### src/rtl/core/ipp_pkg.sv
// Shared types and constants for the IP address text parser.
// Holds the end-of-address record passed from the front part to the back part.
// No dependencies.
`timescale 1ns / 1ps

package ipp_pkg;

	localparam int NumGroups = 8;
	localparam int NumOctets = 4;

	localparam logic [1:0] FAM_IPV4 = 2'd0;
	localparam logic [1:0] FAM_IPV6 = 2'd1;

	localparam logic [1:0] STATUS_INVALID     = 2'd0;
	localparam logic [1:0] STATUS_OK          = 2'd1;
	localparam logic [1:0] STATUS_UNSUPPORTED = 2'd2;

	localparam logic [7:0] CH_NUL = 8'h00;

	typedef logic [15:0] group_t;
	typedef logic [7:0]  octet_t;

	// Parse state captured on the NUL item, before the gap is widened
	typedef struct packed {
		logic [1:0]                 family;
		logic                       err;
		logic                       gap;
		logic [2:0]                 gap_idx;
		logic [3:0]                 group_cnt;
		group_t [NumGroups-1:0]     groups;
		octet_t [NumOctets-1:0]     octets;
	} end_rec_t;

	typedef struct packed {
		logic full;
		logic empty;
	} queue_stat_t;

endpackage

### src/rtl/core/ipp_front.sv
// Front part of the address parser: takes one character per item and updates
// the IPv4 / IPv6 parse state; on NUL it emits an end record and clears state.
// Depends on ipp_pkg.
`timescale 1ns / 1ps

module ipp_front (
	input  logic             clk,
	input  logic             arst_n,
	input  logic             in_valid,
	output logic             in_ready,
	input  logic [7:0]       character,
	input  logic [1:0]       family,
	input  logic             queue_full,
	output logic             push,
	output ipp_pkg::end_rec_t rec
);
	import ipp_pkg::*;

	typedef enum logic [3:0] {
		PH_TOP   = 4'b0001,
		PH_GROUP = 4'b0010,
		PH_COLON = 4'b0100,
		PH_QUAD  = 4'b1000
	} phase_t;

	localparam logic [7:0] CH_ZERO  = 8'h30;
	localparam logic [7:0] CH_NINE  = 8'h39;
	localparam logic [7:0] CH_DOT   = 8'h2E;
	localparam logic [7:0] CH_COLON = 8'h3A;
	localparam logic [7:0] CH_LA    = 8'h61;
	localparam logic [7:0] CH_LF    = 8'h66;
	localparam logic [7:0] CH_UA    = 8'h41;
	localparam logic [7:0] CH_UF    = 8'h46;
	localparam logic [4:0] NO_HEX   = 5'd16;

	function automatic logic [4:0] hex_val(input logic [7:0] c);
		logic [4:0] v;
		v = NO_HEX;
		if (c >= CH_ZERO && c <= CH_NINE) begin
			v = {1'b0, c[3:0]};
		end else if ((c >= CH_LA && c <= CH_LF) || (c >= CH_UA && c <= CH_UF)) begin
			v = 5'({1'b0, c[3:0]} + 5'd9);
		end
		return v;
	endfunction

	logic                    started_q, n_started;
	logic [1:0]              fam_q;
	logic                    err_q, n_err;
	phase_t                  phase_q, n_phase;
	group_t [NumGroups-1:0]  groups_q, n_groups;
	logic [3:0]              gc_q, n_gc;
	logic                    gap_q, n_gap;
	logic [2:0]              gidx_q, n_gidx;
	logic [15:0]             hex_q, n_hex;
	logic [2:0]              dcnt_q, n_dcnt;
	logic [7:0]              dec_q, n_dec;
	logic                    sad_q, n_sad;
	octet_t [NumOctets-1:0]  oct_q, n_oct;
	logic [2:0]              ocnt_q, n_ocnt;

	logic        accept, is_nul, is_dig, run_top, run_quad;
	logic [4:0]  hv;
	logic [7:0]  digit;
	logic [11:0] dec_t;

	assign in_ready = !queue_full;
	assign accept   = in_valid && in_ready;
	assign is_nul   = (character == CH_NUL);
	assign push     = accept && is_nul;
	assign is_dig   = (character >= CH_ZERO) && (character <= CH_NINE);
	assign hv       = hex_val(character);
	assign digit    = character - CH_ZERO;
	assign dec_t    = 12'({dec_q, 3'b000}) + 12'({dec_q, 1'b0}) + 12'(digit);

	always_comb begin
		n_started = 1'b1;
		n_phase   = phase_q;
		n_groups  = groups_q;
		n_gc      = gc_q;
		n_gap     = gap_q;
		n_gidx    = gidx_q;
		n_hex     = hex_q;
		n_dcnt    = dcnt_q;
		n_dec     = dec_q;
		n_sad     = sad_q;
		n_oct     = oct_q;
		n_ocnt    = ocnt_q;
		run_top   = 1'b0;
		run_quad  = 1'b0;
		// a family change inside one address spoils it
		n_err     = err_q || (started_q && family != fam_q);

		if (!n_err) begin
			if (family == FAM_IPV4) begin
				run_quad = 1'b1;
			end else if (family == FAM_IPV6) begin
				case (phase_q)
					PH_TOP: begin
						if (!started_q && character == CH_COLON) begin
							n_phase = PH_COLON;
						end else begin
							run_top = 1'b1;
						end
					end
					PH_COLON: begin
						if (!gap_q) begin
							if (character == CH_COLON) begin
								n_gap   = 1'b1;
								n_gidx  = '0;
								n_phase = PH_TOP;
							end else begin
								n_err = 1'b1;
							end
						end else if (character == CH_COLON) begin
							// colon right after a gap is swallowed
							n_phase = PH_TOP;
						end else begin
							run_top = 1'b1;
						end
					end
					PH_GROUP: begin
						if (hv != NO_HEX) begin
							if (dcnt_q >= 3'd4) begin
								n_err = 1'b1;
							end else begin
								n_dcnt = dcnt_q + 3'd1;
								n_hex  = {hex_q[11:0], hv[3:0]};
								if (sad_q) begin
									if (!is_dig || dec_t > 12'd255) begin
										n_sad = 1'b0;
									end else begin
										n_dec = dec_t[7:0];
									end
								end
							end
						end else if (character == CH_DOT) begin
							if (gc_q > 4'd6 || !sad_q) begin
								n_err = 1'b1;
							end else begin
								n_oct[0] = dec_q;
								n_ocnt   = 3'd1;
								n_dec    = '0;
								n_dcnt   = '0;
								n_phase  = PH_QUAD;
							end
						end else if (character == CH_COLON || is_nul) begin
							n_groups[gc_q[2:0]] = hex_q;
							n_gc                = gc_q + 4'd1;
							if (!is_nul) begin
								n_phase = PH_TOP;
							end
						end else begin
							n_err = 1'b1;
						end
					end
					PH_QUAD: begin
						run_quad = 1'b1;
					end
					default: begin
						n_err = 1'b1;
					end
				endcase
			end
		end

		// first character of a group
		if (run_top && !is_nul) begin
			if (gc_q >= 4'd8) begin
				n_err = 1'b1;
			end else if (character == CH_COLON) begin
				if (gap_q) begin
					n_err = 1'b1;
				end else begin
					n_gap   = 1'b1;
					n_gidx  = gc_q[2:0];
					n_phase = PH_COLON;
				end
			end else if (hv == NO_HEX) begin
				n_err = 1'b1;
			end else begin
				n_hex   = 16'(hv[3:0]);
				n_dcnt  = 3'd1;
				n_sad   = is_dig;
				n_dec   = is_dig ? digit : 8'd0;
				n_phase = PH_GROUP;
			end
		end

		// dotted quad: plain IPv4 or the IPv6 tail
		if (run_quad) begin
			if (is_dig) begin
				if (dec_t > 12'd255) begin
					n_err = 1'b1;
				end else begin
					n_dec  = dec_t[7:0];
					n_dcnt = 3'd1;
				end
			end else if (character == CH_DOT || is_nul) begin
				if (dcnt_q == 3'd0 || ocnt_q >= 3'd4) begin
					n_err = 1'b1;
				end else begin
					n_oct[ocnt_q[1:0]] = dec_q;
					n_ocnt             = ocnt_q + 3'd1;
					n_dec              = '0;
					n_dcnt             = '0;
					if (is_nul && n_ocnt != 3'd4) begin
						n_err = 1'b1;
					end
				end
			end else begin
				n_err = 1'b1;
			end
			if (family == FAM_IPV6 && is_nul && !n_err) begin
				if (gc_q > 4'd6) begin
					n_err = 1'b1;
				end else begin
					n_groups[gc_q[2:0]]             = {n_oct[0], n_oct[1]};
					n_groups[3'(gc_q[2:0] + 3'd1)] = {n_oct[2], n_oct[3]};
					n_gc                            = gc_q + 4'd2;
				end
			end
		end
	end

	always_comb begin
		rec.family    = family;
		rec.err       = n_err;
		rec.gap       = n_gap;
		rec.gap_idx   = n_gidx;
		rec.group_cnt = n_gc;
		rec.groups    = n_groups;
		rec.octets    = n_oct;
	end

	always_ff @(posedge clk or negedge arst_n) begin
		if (!arst_n) begin
			started_q <= 1'b0;
			fam_q     <= '0;
			err_q     <= 1'b0;
			phase_q   <= PH_TOP;
			groups_q  <= '0;
			gc_q      <= '0;
			gap_q     <= 1'b0;
			gidx_q    <= '0;
			hex_q     <= '0;
			dcnt_q    <= '0;
			dec_q     <= '0;
			sad_q     <= 1'b1;
			oct_q     <= '0;
			ocnt_q    <= '0;
		end else if (accept) begin
			if (is_nul) begin
				// address done: back to the start state
				started_q <= 1'b0;
				fam_q     <= '0;
				err_q     <= 1'b0;
				phase_q   <= PH_TOP;
				groups_q  <= '0;
				gc_q      <= '0;
				gap_q     <= 1'b0;
				gidx_q    <= '0;
				hex_q     <= '0;
				dcnt_q    <= '0;
				dec_q     <= '0;
				sad_q     <= 1'b1;
				oct_q     <= '0;
				ocnt_q    <= '0;
			end else begin
				if (!started_q) begin
					fam_q <= family;
				end
				started_q <= n_started;
				err_q     <= n_err;
				phase_q   <= n_phase;
				groups_q  <= n_groups;
				gc_q      <= n_gc;
				gap_q     <= n_gap;
				gidx_q    <= n_gidx;
				hex_q     <= n_hex;
				dcnt_q    <= n_dcnt;
				dec_q     <= n_dec;
				sad_q     <= n_sad;
				oct_q     <= n_oct;
				ocnt_q    <= n_ocnt;
			end
		end
	end

endmodule

### src/rtl/core/ipp_queue.sv
// Small FIFO of end records between the parser front and the result stage.
// Depends on ipp_pkg.
`timescale 1ns / 1ps

module ipp_queue #(
	parameter int DEPTH = 2
) (
	input  logic                 clk,
	input  logic                 arst_n,
	input  logic                 push,
	input  ipp_pkg::end_rec_t    wr_rec,
	input  logic                 pop,
	output ipp_pkg::end_rec_t    rd_rec,
	output ipp_pkg::queue_stat_t stat
);
	import ipp_pkg::*;

	localparam int PtrW = (DEPTH > 1) ? $clog2(DEPTH) : 1;
	localparam int CntW = $clog2(DEPTH + 1);

	end_rec_t            mem_q [DEPTH];
	logic [PtrW-1:0]     wr_ptr_q, rd_ptr_q;
	logic [CntW-1:0]     count_q;
	logic                do_push, do_pop;

	assign stat.full  = (count_q == CntW'(DEPTH));
	assign stat.empty = (count_q == '0);
	assign do_push    = push && !stat.full;
	assign do_pop     = pop && !stat.empty;
	assign rd_rec     = mem_q[rd_ptr_q];

	always_ff @(posedge clk) begin
		if (do_push) begin
			mem_q[wr_ptr_q] <= wr_rec;
		end
	end

	always_ff @(posedge clk or negedge arst_n) begin
		if (!arst_n) begin
			wr_ptr_q <= '0;
			rd_ptr_q <= '0;
			count_q  <= '0;
		end else begin
			if (do_push) begin
				wr_ptr_q <= (wr_ptr_q == PtrW'(DEPTH - 1)) ? '0 : wr_ptr_q + PtrW'(1);
			end
			if (do_pop) begin
				rd_ptr_q <= (rd_ptr_q == PtrW'(DEPTH - 1)) ? '0 : rd_ptr_q + PtrW'(1);
			end
			case ({do_push, do_pop})
				2'b10:   count_q <= count_q + CntW'(1);
				2'b01:   count_q <= count_q - CntW'(1);
				default: count_q <= count_q;
			endcase
		end
	end

endmodule

### src/rtl/core/ipp_back.sv
// Result stage: widens the IPv6 "::" gap, checks the group count, and
// registers status and address for the output channel.
// Depends on ipp_pkg.
`timescale 1ns / 1ps

module ipp_back (
	input  logic              clk,
	input  logic              arst_n,
	input  ipp_pkg::end_rec_t rec,
	input  logic              rec_valid,
	output logic              pop,
	output logic              out_valid,
	input  logic              out_ready,
	output logic [1:0]        status,
	output logic [63:0]       address_high,
	output logic [63:0]       address_low
);
	import ipp_pkg::*;

	logic                   out_valid_q;
	logic [1:0]             status_q;
	logic [63:0]            hi_q, lo_q;

	logic [3:0]             zeros, gap_end;
	logic [3:0]             src_idx [NumGroups];
	group_t [NumGroups-1:0] exp_groups;
	logic                   v6_bad;
	logic [1:0]             n_status;
	logic [63:0]            n_hi, n_lo;

	assign pop = rec_valid && (!out_valid_q || out_ready);

	always_comb begin
		zeros   = 4'd8 - rec.group_cnt;
		gap_end = {1'b0, rec.gap_idx} + zeros;
		for (int i = 0; i < NumGroups; i++) begin
			src_idx[i] = 4'(i) - zeros;
			if (!rec.gap || 4'(i) < {1'b0, rec.gap_idx}) begin
				exp_groups[i] = rec.groups[i];
			end else if (4'(i) < gap_end) begin
				exp_groups[i] = '0;
			end else begin
				exp_groups[i] = rec.groups[src_idx[i][2:0]];
			end
		end
		v6_bad = rec.err || (rec.gap ? (rec.group_cnt >= 4'd8) : (rec.group_cnt != 4'd8));

		n_status = STATUS_INVALID;
		n_hi     = '0;
		n_lo     = '0;
		if (rec.family == FAM_IPV4) begin
			if (!rec.err) begin
				n_status = STATUS_OK;
				n_lo = {32'd0, rec.octets[0], rec.octets[1], rec.octets[2], rec.octets[3]};
			end
		end else if (rec.family == FAM_IPV6) begin
			if (!v6_bad) begin
				n_status = STATUS_OK;
				n_hi = {exp_groups[0], exp_groups[1], exp_groups[2], exp_groups[3]};
				n_lo = {exp_groups[4], exp_groups[5], exp_groups[6], exp_groups[7]};
			end
		end else begin
			n_status = STATUS_UNSUPPORTED;
		end
	end

	always_ff @(posedge clk or negedge arst_n) begin
		if (!arst_n) begin
			out_valid_q <= 1'b0;
		end else if (pop) begin
			out_valid_q <= 1'b1;
		end else if (out_ready) begin
			out_valid_q <= 1'b0;
		end
	end

	always_ff @(posedge clk) begin
		if (pop) begin
			status_q <= n_status;
			hi_q     <= n_hi;
			lo_q     <= n_lo;
		end
	end

	assign out_valid    = out_valid_q;
	assign status       = status_q;
	assign address_high = hi_q;
	assign address_low  = lo_q;

endmodule

### src/rtl/core/ip_address_text_parser.sv
// IP address text parser, one character per item, result on the NUL item.
// Throughput: one character per cycle, NULs included, while the record queue has room.
// The NUL's record passes through the queue, then the result register, to the output.
// Up to QUEUE_DEPTH finished addresses wait in the queue while the output stalls.
// Reset: arst_n clears the parse state, queue and output valid; no clearing pass.
`timescale 1ns / 1ps

module ip_address_text_parser #(
	parameter int QUEUE_DEPTH = 2
) (
	input  logic        clk,
	input  logic        arst_n,
	input  logic        in_valid,
	output logic        in_ready,
	input  logic [7:0]  character,
	input  logic [1:0]  family,
	output logic        out_valid,
	input  logic        out_ready,
	output logic [1:0]  status,
	output logic [63:0] address_high,
	output logic [63:0] address_low
);
	import ipp_pkg::*;

	end_rec_t    wr_rec, rd_rec;
	queue_stat_t qstat;
	logic        push, pop;

	ipp_front u_front (
		.clk        (clk),
		.arst_n     (arst_n),
		.in_valid   (in_valid),
		.in_ready   (in_ready),
		.character  (character),
		.family     (family),
		.queue_full (qstat.full),
		.push       (push),
		.rec        (wr_rec)
	);

	ipp_queue #(
		.DEPTH (QUEUE_DEPTH)
	) u_queue (
		.clk    (clk),
		.arst_n (arst_n),
		.push   (push),
		.wr_rec (wr_rec),
		.pop    (pop),
		.rd_rec (rd_rec),
		.stat   (qstat)
	);

	ipp_back u_back (
		.clk          (clk),
		.arst_n       (arst_n),
		.rec          (rd_rec),
		.rec_valid    (!qstat.empty),
		.pop          (pop),
		.out_valid    (out_valid),
		.out_ready    (out_ready),
		.status       (status),
		.address_high (address_high),
		.address_low  (address_low)
	);

`ifndef NO_ASSERTIONS
	a_bad_status_zero_addr: assert property (@(posedge clk) disable iff (!arst_n)
		out_valid && status != STATUS_OK |-> address_high == '0 && address_low == '0)
		else $error("non-ok result carries a nonzero address");

	a_nul_reaches_queue: assert property (@(posedge clk) disable iff (!arst_n)
		in_valid && in_ready && character == CH_NUL |=> !qstat.empty)
		else $error("accepted NUL item left no record in the queue");

	a_full_stalls_input: assert property (@(posedge clk) disable iff (!arst_n)
		qstat.full |-> !in_ready)
		else $error("input taken while the record queue is full");
`endif

endmodule
### config.mk
export PLATFORM = sky130hd
export DESIGN_NAME = ip_address_text_parser
export DESIGN_NICKNAME = d
export VERILOG_FILES = /design/src/rtl/core/ipp_pkg.sv /design/src/rtl/core/ipp_front.sv /design/src/rtl/core/ipp_queue.sv /design/src/rtl/core/ipp_back.sv /design/src/rtl/core/ip_address_text_parser.sv
export SDC_FILE = /design/constraint.sdc
export NUM_CORES = 2
export LEC_CHECK = 0
export ABC_CLOCK_PERIOD_IN_PS = 11900
export BUFFER_PORTS_ARGS = -buffer_cell sky130_fd_sc_hd__clkbuf_2
export CORE_MARGIN = 1.5
export CORE_UTILIZATION = 44
export CTS_BUF_LIST = sky130_fd_sc_hd__clkbuf_16
export DETAILED_ROUTE_END_ITERATION = 16
export GPL_ROUTABILITY_DRIVEN = 0
export PLACE_DENSITY = 0.57
export SYNTH_ARGS = -nofsm -noshare
export SYNTH_HDL_FRONTEND = slang
export SYNTH_SLANG_ARGS = --single-unit
### constraint.sdc
create_clock -name clk -period 11.9 [get_ports clk]
set_clock_uncertainty 0.2 [all_clocks]
set_input_delay 2.38 -clock clk [delete_from_list [all_inputs] [get_ports clk]]
set_output_delay 2.38 -clock clk [all_outputs]
set_load 0.005 [all_outputs]
# Word level (Yosys, flattened, before mapping)
# Memory sizes are Yosys's and may differ from the RTL's.
# Cells that the tools add are included.
# word_totals
memories	1
ram_bits	342
register_bits	342
word_cells	413
input_bits	14
out_inout_bits	132
# op_classes
n_mux	247
n_eq_ne	17
n_bitwise	1
n_reduce_logical	52
magnitude_cmp	41
addsub	23
# mem_list
memory	depth	word_bits	rd	rd_clocked_by_memory_dff	wr	line_no	source
u_queue.mem_q	2	171	1	0	1	ipp_queue.sv:21	end_rec_t mem_q [DEPTH];
# op_table
op	n
2-to-1 mux 128 bit	11
2-to-1 mux 16 bit	37
binary-select mux 16 bit (select 3 bit)	8
bitwise mux 128 bit	3
2-to-1 mux 8 bit	29
2-to-1 mux 32 bit	7
2-to-1 mux 64 bit	3
2-to-1 mux 3 bit	41
2-to-1 mux 4 bit	26
demux 16 bit (select 3 bit)	2
2-to-1 mux 1 bit	68
< comparator 3 x 4 -> 1 bit, second input constant	10
bitwise mux 32 bit	1
logical AND 1 bit	17
demux 8 bit (select 2 bit)	1
== test 8 x 6 -> 1 bit, second input constant	2
>= comparator 8 x 7 -> 1 bit, second input constant	2
less-or-equal comparator 8 x 7 -> 1 bit, second input constant	2
logical OR 1 bit	16
< comparator 3 x 4 -> 1 bit, first input constant	4
adder 11 x 9 -> 12 bit	1
adder 12 x 8 -> 12 bit	1
> comparator 12 x 8 -> 1 bit, second input constant	1
one-hot mux 4 bit (3 select lines)	1
52 further kinds	87

# Longest topological paths before layout
# logic_depth
depth_word	25
mapped_depth	17
mapped_depth_nobuf	13

# Modules after synthesis
# Synthesis repeated with hierarchy kept, for this count alone.
# hier_totals
cells_unflattened	3059
hier_area_um2	38916.1
# by_module_without_submodules
mod	area_each_um2	cells_per_inst	seq_area_each_um2	instances
ipp_front	15319.7	1740	5182.5	1
ipp_queue	12847.3	550	10369.9	1
ipp_back	10745.3	768	3928.8	1
ip_address_text_parser	3.8	1	0.0	1

# Worst setup path before layout
# Ideal clock, no wire load.
# synth_path
kind	input to register
startpoint	in character[0]
endpoint	mem u_queue.mem_q[0][0] in the netlist's numbering, enable pin
setup_ns	0.705
required_time_ns	10.995
slack_ns	0.102
arrival_ns	10.893
stages	9
path_buffers	3
cell_sequence	clkbuf_1 inv_1 ha_1 nor3b_1 and2_1 buf_4 nand2_1 buf_1 nor2_1
# synth_between
elab_chain_cells	5
# synth_rtl
item	line_no	source
from (decl)	ip_address_text_parser.sv:15	input logic [7:0] character,
zero test 8 bit	ipp_front.sv:69	assign is_nul = (character == CH_NUL);
logical AND 1 bit	ipp_front.sv:70	assign push = accept && is_nul;
logical AND 1 bit	ipp_queue.sv:28	assign do_push = push && !stat.full;
2-to-1 mux 1 bit	ipp_queue.sv:33	if (do_push) begin
2-to-1 mux 1 bit (implied by the code)	ipp_queue.sv:34	mem_q[wr_ptr_q] <= wr_rec;
to (decl)	ipp_queue.sv:21	
# No other way between the ends.

# Worst setup path in the final report
# layout_path
startpoint	reg u_queue.rd_ptr_q
endpoint	reg u_back.hi_q[36] (netlist: u_back.address_high[36]) (data pin)
# layout_between
elab_chain_cells	7
# layout_rtl
item	line_no	source
from (decl)	ipp_queue.sv:22	logic [PtrW-1:0] wr_ptr_q, rd_ptr_q;
from (signal assigned)	ipp_queue.sv:48	rd_ptr_q <= (rd_ptr_q == PtrW'(DEPTH - 1)) ? '0 : rd_ptr_q + PtrW'(1);
memory (2 x 171 bit) (*)	--	
parallel branches: the longest is 6 deep, another holds subtractor 4 bit	--	
to (signal assigned)	ipp_back.sv:80	hi_q <= n_hi;
to (decl)	ipp_back.sv:22	logic [63:0] hi_q, lo_q;
# Mark *: on every way between the ends. The select of a mux whose other input is x is not followed.
# A chain may end at the register's enable or synchronous reset.

==> summary.md <==
| Metric | Value |
|---|---|
| Outcome | `finished with violations` |
| Failing checks | `capacitance limit, slew limit` |
| Rows | `110` |
| Main synth FF type | `edfxtp_1` |
| Vias | `about 33000` |
| Via density | `6.55` |
| Final Power | `8060 µW` |
| Register area share after synthesis | `48.8%` |
| Post_cts resized | `0` |
| Placed cells | `a little under 5000` |
| Synth async-reset ratio | `between 30% and 40%` |
| Syn avg cell area | `10.3 µm²` |
| Most frequent cell after synthesis | `nand2_1` |
| Final nets | `3912` |
| Power per Cell Area | `around 180 nW/µm²` |
| Initial antenna violation count | `3` |
| Pin count of the biggest net entering global routing | `198` |
| Syn_nets | `3945` |
| CP arrival | `6.72 ns` |
| PortBufs | `between 100 and 150` |
| Synthesis warning total | `0` |
| Flops & latches, synth | `684` |
| Final Hold Vio Count | `0` |
| Die Y | `304 µm` |
| Die Width | `304 µm` |
| CTS Sinks | `roughly 680` |
| Fraction of layout cells with a size suffix above 1 | `16.6%` |
| Final setup TNS | `0 ns` |
| Per-cell routed wire length | `31.3 µm` |
| Worst path cell trace | `mux2_2, buf_4, clkinv_1, buf_4, ha_2, buf_4, ha_1, a21o_1, a21oi_1, xor3_1, or2_2, nor2_1, nand3_1, o21ai_0` |
| Die ar. | `92500 µm²` |
| DR iter-0 viols | `5012` |
| Critical Path Fanout Max | `50` |
| CTS root buf | `clkbuf_16` |
| HPWL after detailed placement | `113 mm` |
| Max cap viols | `1` |
| # hold bufs at CTS | `0` |
| Synth area leader | `edfxtp_1` |
| Number of iterations in the first detailed-routing pass | `7` |
| Critical path's largest stage delay | `0.92 ns` |
| WL final | `approximately 160 mm` |
| Post-synth cell types | `85` |
| Crit-path slowest cell | `o21ai_0` |
| Max H-tree Level | `3` |
| Fmax | `152 MHz` |
| Vias in the first global route | `29900` |
| Min-Delay Path Class | `flop to flop` |
| Most used cell, CP | `buf_4` |
| Ports | `146` |
| Deepest clock path buffer count | `3` |
| Final period util | `55.2%` |
| Total CTS buffers | `79` |
| Worst setup SP type | `flop` |
| Leakage Power | `0.0177 µW` |
| Post-CTS Setup Inserts | `0` |
| Tightest Pin Transition | `1.50 ns` |
| CTS tree | `yes` |
| DRC | `0` |
| Area contributors post-synth | `edfxtp_1 (36%), dfrtp_1 (13%), mux2i_1 (6.7%), mux2_2 (6.0%), nand2_1 (4.5%)` |
| Area of the core | `89900 µm²` |
| Routed Antenna Nets | `0` |
| Worst-path clk slew | `0.06 ns` |
| Setup violators final | `0` |
| Cells after Synth | `between 3000 and 4000` |
| Total Routing Usage GR | `around 34%` |
| Area Overhead vs Synth | `10.8%` |
| Top post-synthesis cells by count | `nand2_1 (474), edfxtp_1 (472), o21ai_0 (343), a21oi_1 (300), mux2i_1 (267)` |
| Final Max Tran Viols | `1` |
| Post-synth EDFFs | `472` |
| Slew headroom | `-0.755%` |
| Worst Path Required | `12.05 ns` |
| Worst-Skew Late Latency | `0.69 ns` |
| Area fraction of the dominant cell type after synthesis | `35.5%` |
| Synthesized area | `approximately 40000 µm²` |
| Maximum VDD drop | `between 0.1 and 0.15 mV` |
| Critical path endpoint category | `flop` |
| First-pass GRT wire length | `between 200 and 250 mm` |
| Fin cells | `between 5000 and 6000` |
| Final Critical Period | `6.57 ns` |
| Starting Density | `around 44%` |
| RSZ-0062 raised after global routing | `no` |
| Remaining global-route overflow | `0` |
| Setup CP Type | `flop to flop` |
## flip-flops by register name, summed over array words and instances, names as in the netlist, 4 cells and up
register,cells
u_back.address_low,64
u_front.oct_q,32
u_front.dec_q,8
u_back.address_high,64
u_front.gc_q,4
u_front.phase_q,4
u_queue.mem_q,342
u_front.groups_q,128
u_front.hex_q,16
## routing by layer
metal  GRT usage (%)  vias up  share of wire (%)  wire length, µm
li1                -    14700                  -                -
met1            48.3    16300                 42            66400
met2            48.1     2147                 42            66300
met3            6.88      296                 11            18100
met4            17.4        0                5.6             8940
met5               0        -                  0                0
## logic make-up (layout without fill, tap and decap cells)
kind of cell | after synthesis | in the layout | synth area share [%]
buffers and inverters | 376 | 409 | 3.87
and+or+nand+nor | 970 | 970 | 10.9
DFF | 684 | 684 | 48.8
other | 0 | 3 | 0
muxes | 479 | 479 | 12.7
AOI/OAI and AO/OA | 1308 | 1308 | 21.6
xor gates and xnor gates | 24 | 24 | 0.565
adders and majority gates | 45 | 45 | 1.54
## layout by cell type, fill, tap and decap left out, drive strengths merged, types with 118 or more instances in the layout
cell type  instances
a211oi           118
edfxtp           472
mux2             212
a21oi            308
mux2i            267
dfrtp            210
nand2            481
o21ai            359
nor2             212
clkbuf           225
## power by group
group | total [µW] | internal (µW) | switching, µW
logic | 2570 | 833 | 1740
registers | 2920 | 2780 | 137
clock network | 2570 | 1480 | 1090
## stage by stage
step / area [µm²] / worst slack, ns / util, % / hold WS [ns]
2_1_floorplan: 39900 / 0.102 / - / 0.260
3_3_place_gp: 41400 / 4.98 / 46.1 / 0.283
3_5_place_dp: 41400 / 4.96 / 46.1 / 0.292
4_1_cts: 44200 / 5.41 / 49.1 / 0.303
5_1_grt: 44200 / 5.24 / 49.1 / 0.320
6_report: 44200 / 5.33 / 49.1 / 0.299
## layout make-up
cell class,instances,area [µm²]
fillers,8158,45700
diodes,3,7.51
multi-input cells,2826,19000
well taps,1176,1470
clock buffers,81,2030
inverters,52,195
repair buffers,210,1290
clock inverters,66,721
flip-flops and latches,684,19500
## path summary, 6_finish.rpt
path / cells past startpoint / from / slack (ns) / endpoint
worst min register to register: 1 / u_queue.count_q[1]$_DFFE_PN0P_ / 0.30 / u_queue.count_q[1]$_DFFE_PN0P_
min in group asynchronous: 1 / arst_n / 1.49 / u_front.fam_q[0]$_DFFE_PN0P_
worst min-delay path: 1 / u_queue.count_q[1]$_DFFE_PN0P_ / 0.30 / u_queue.count_q[1]$_DFFE_PN0P_
max in group asynchronous: 3 / arst_n / 7.62 / u_queue.rd_ptr_q$_DFFE_PN0P_
worst max-delay path: 14 / u_queue.rd_ptr_q$_DFFE_PN0P_ / 5.33 / u_back.address_high[36]$_SDFFCE_PP0P_
worst max register to register: 14 / u_queue.rd_ptr_q$_DFFE_PN0P_ / 5.33 / u_back.address_high[36]$_SDFFCE_PP0P_
## worst max-delay path, delay by kind of cell (launching register included)
family / cells / cell delay [ns]
AND/OR/NAND/NOR: 3 / 1.29
multiplexers: 1 / 0.26
buffers and inverters: 4 / 1.49
AO/OA/AOI/OAI: 3 / 1.25
flip-flops: 1 / 0.58
XOR/XNOR: 1 / 0.34
adder cells (fa/ha/maj): 2 / 0.72
Power figures use the tool's default switching activity.
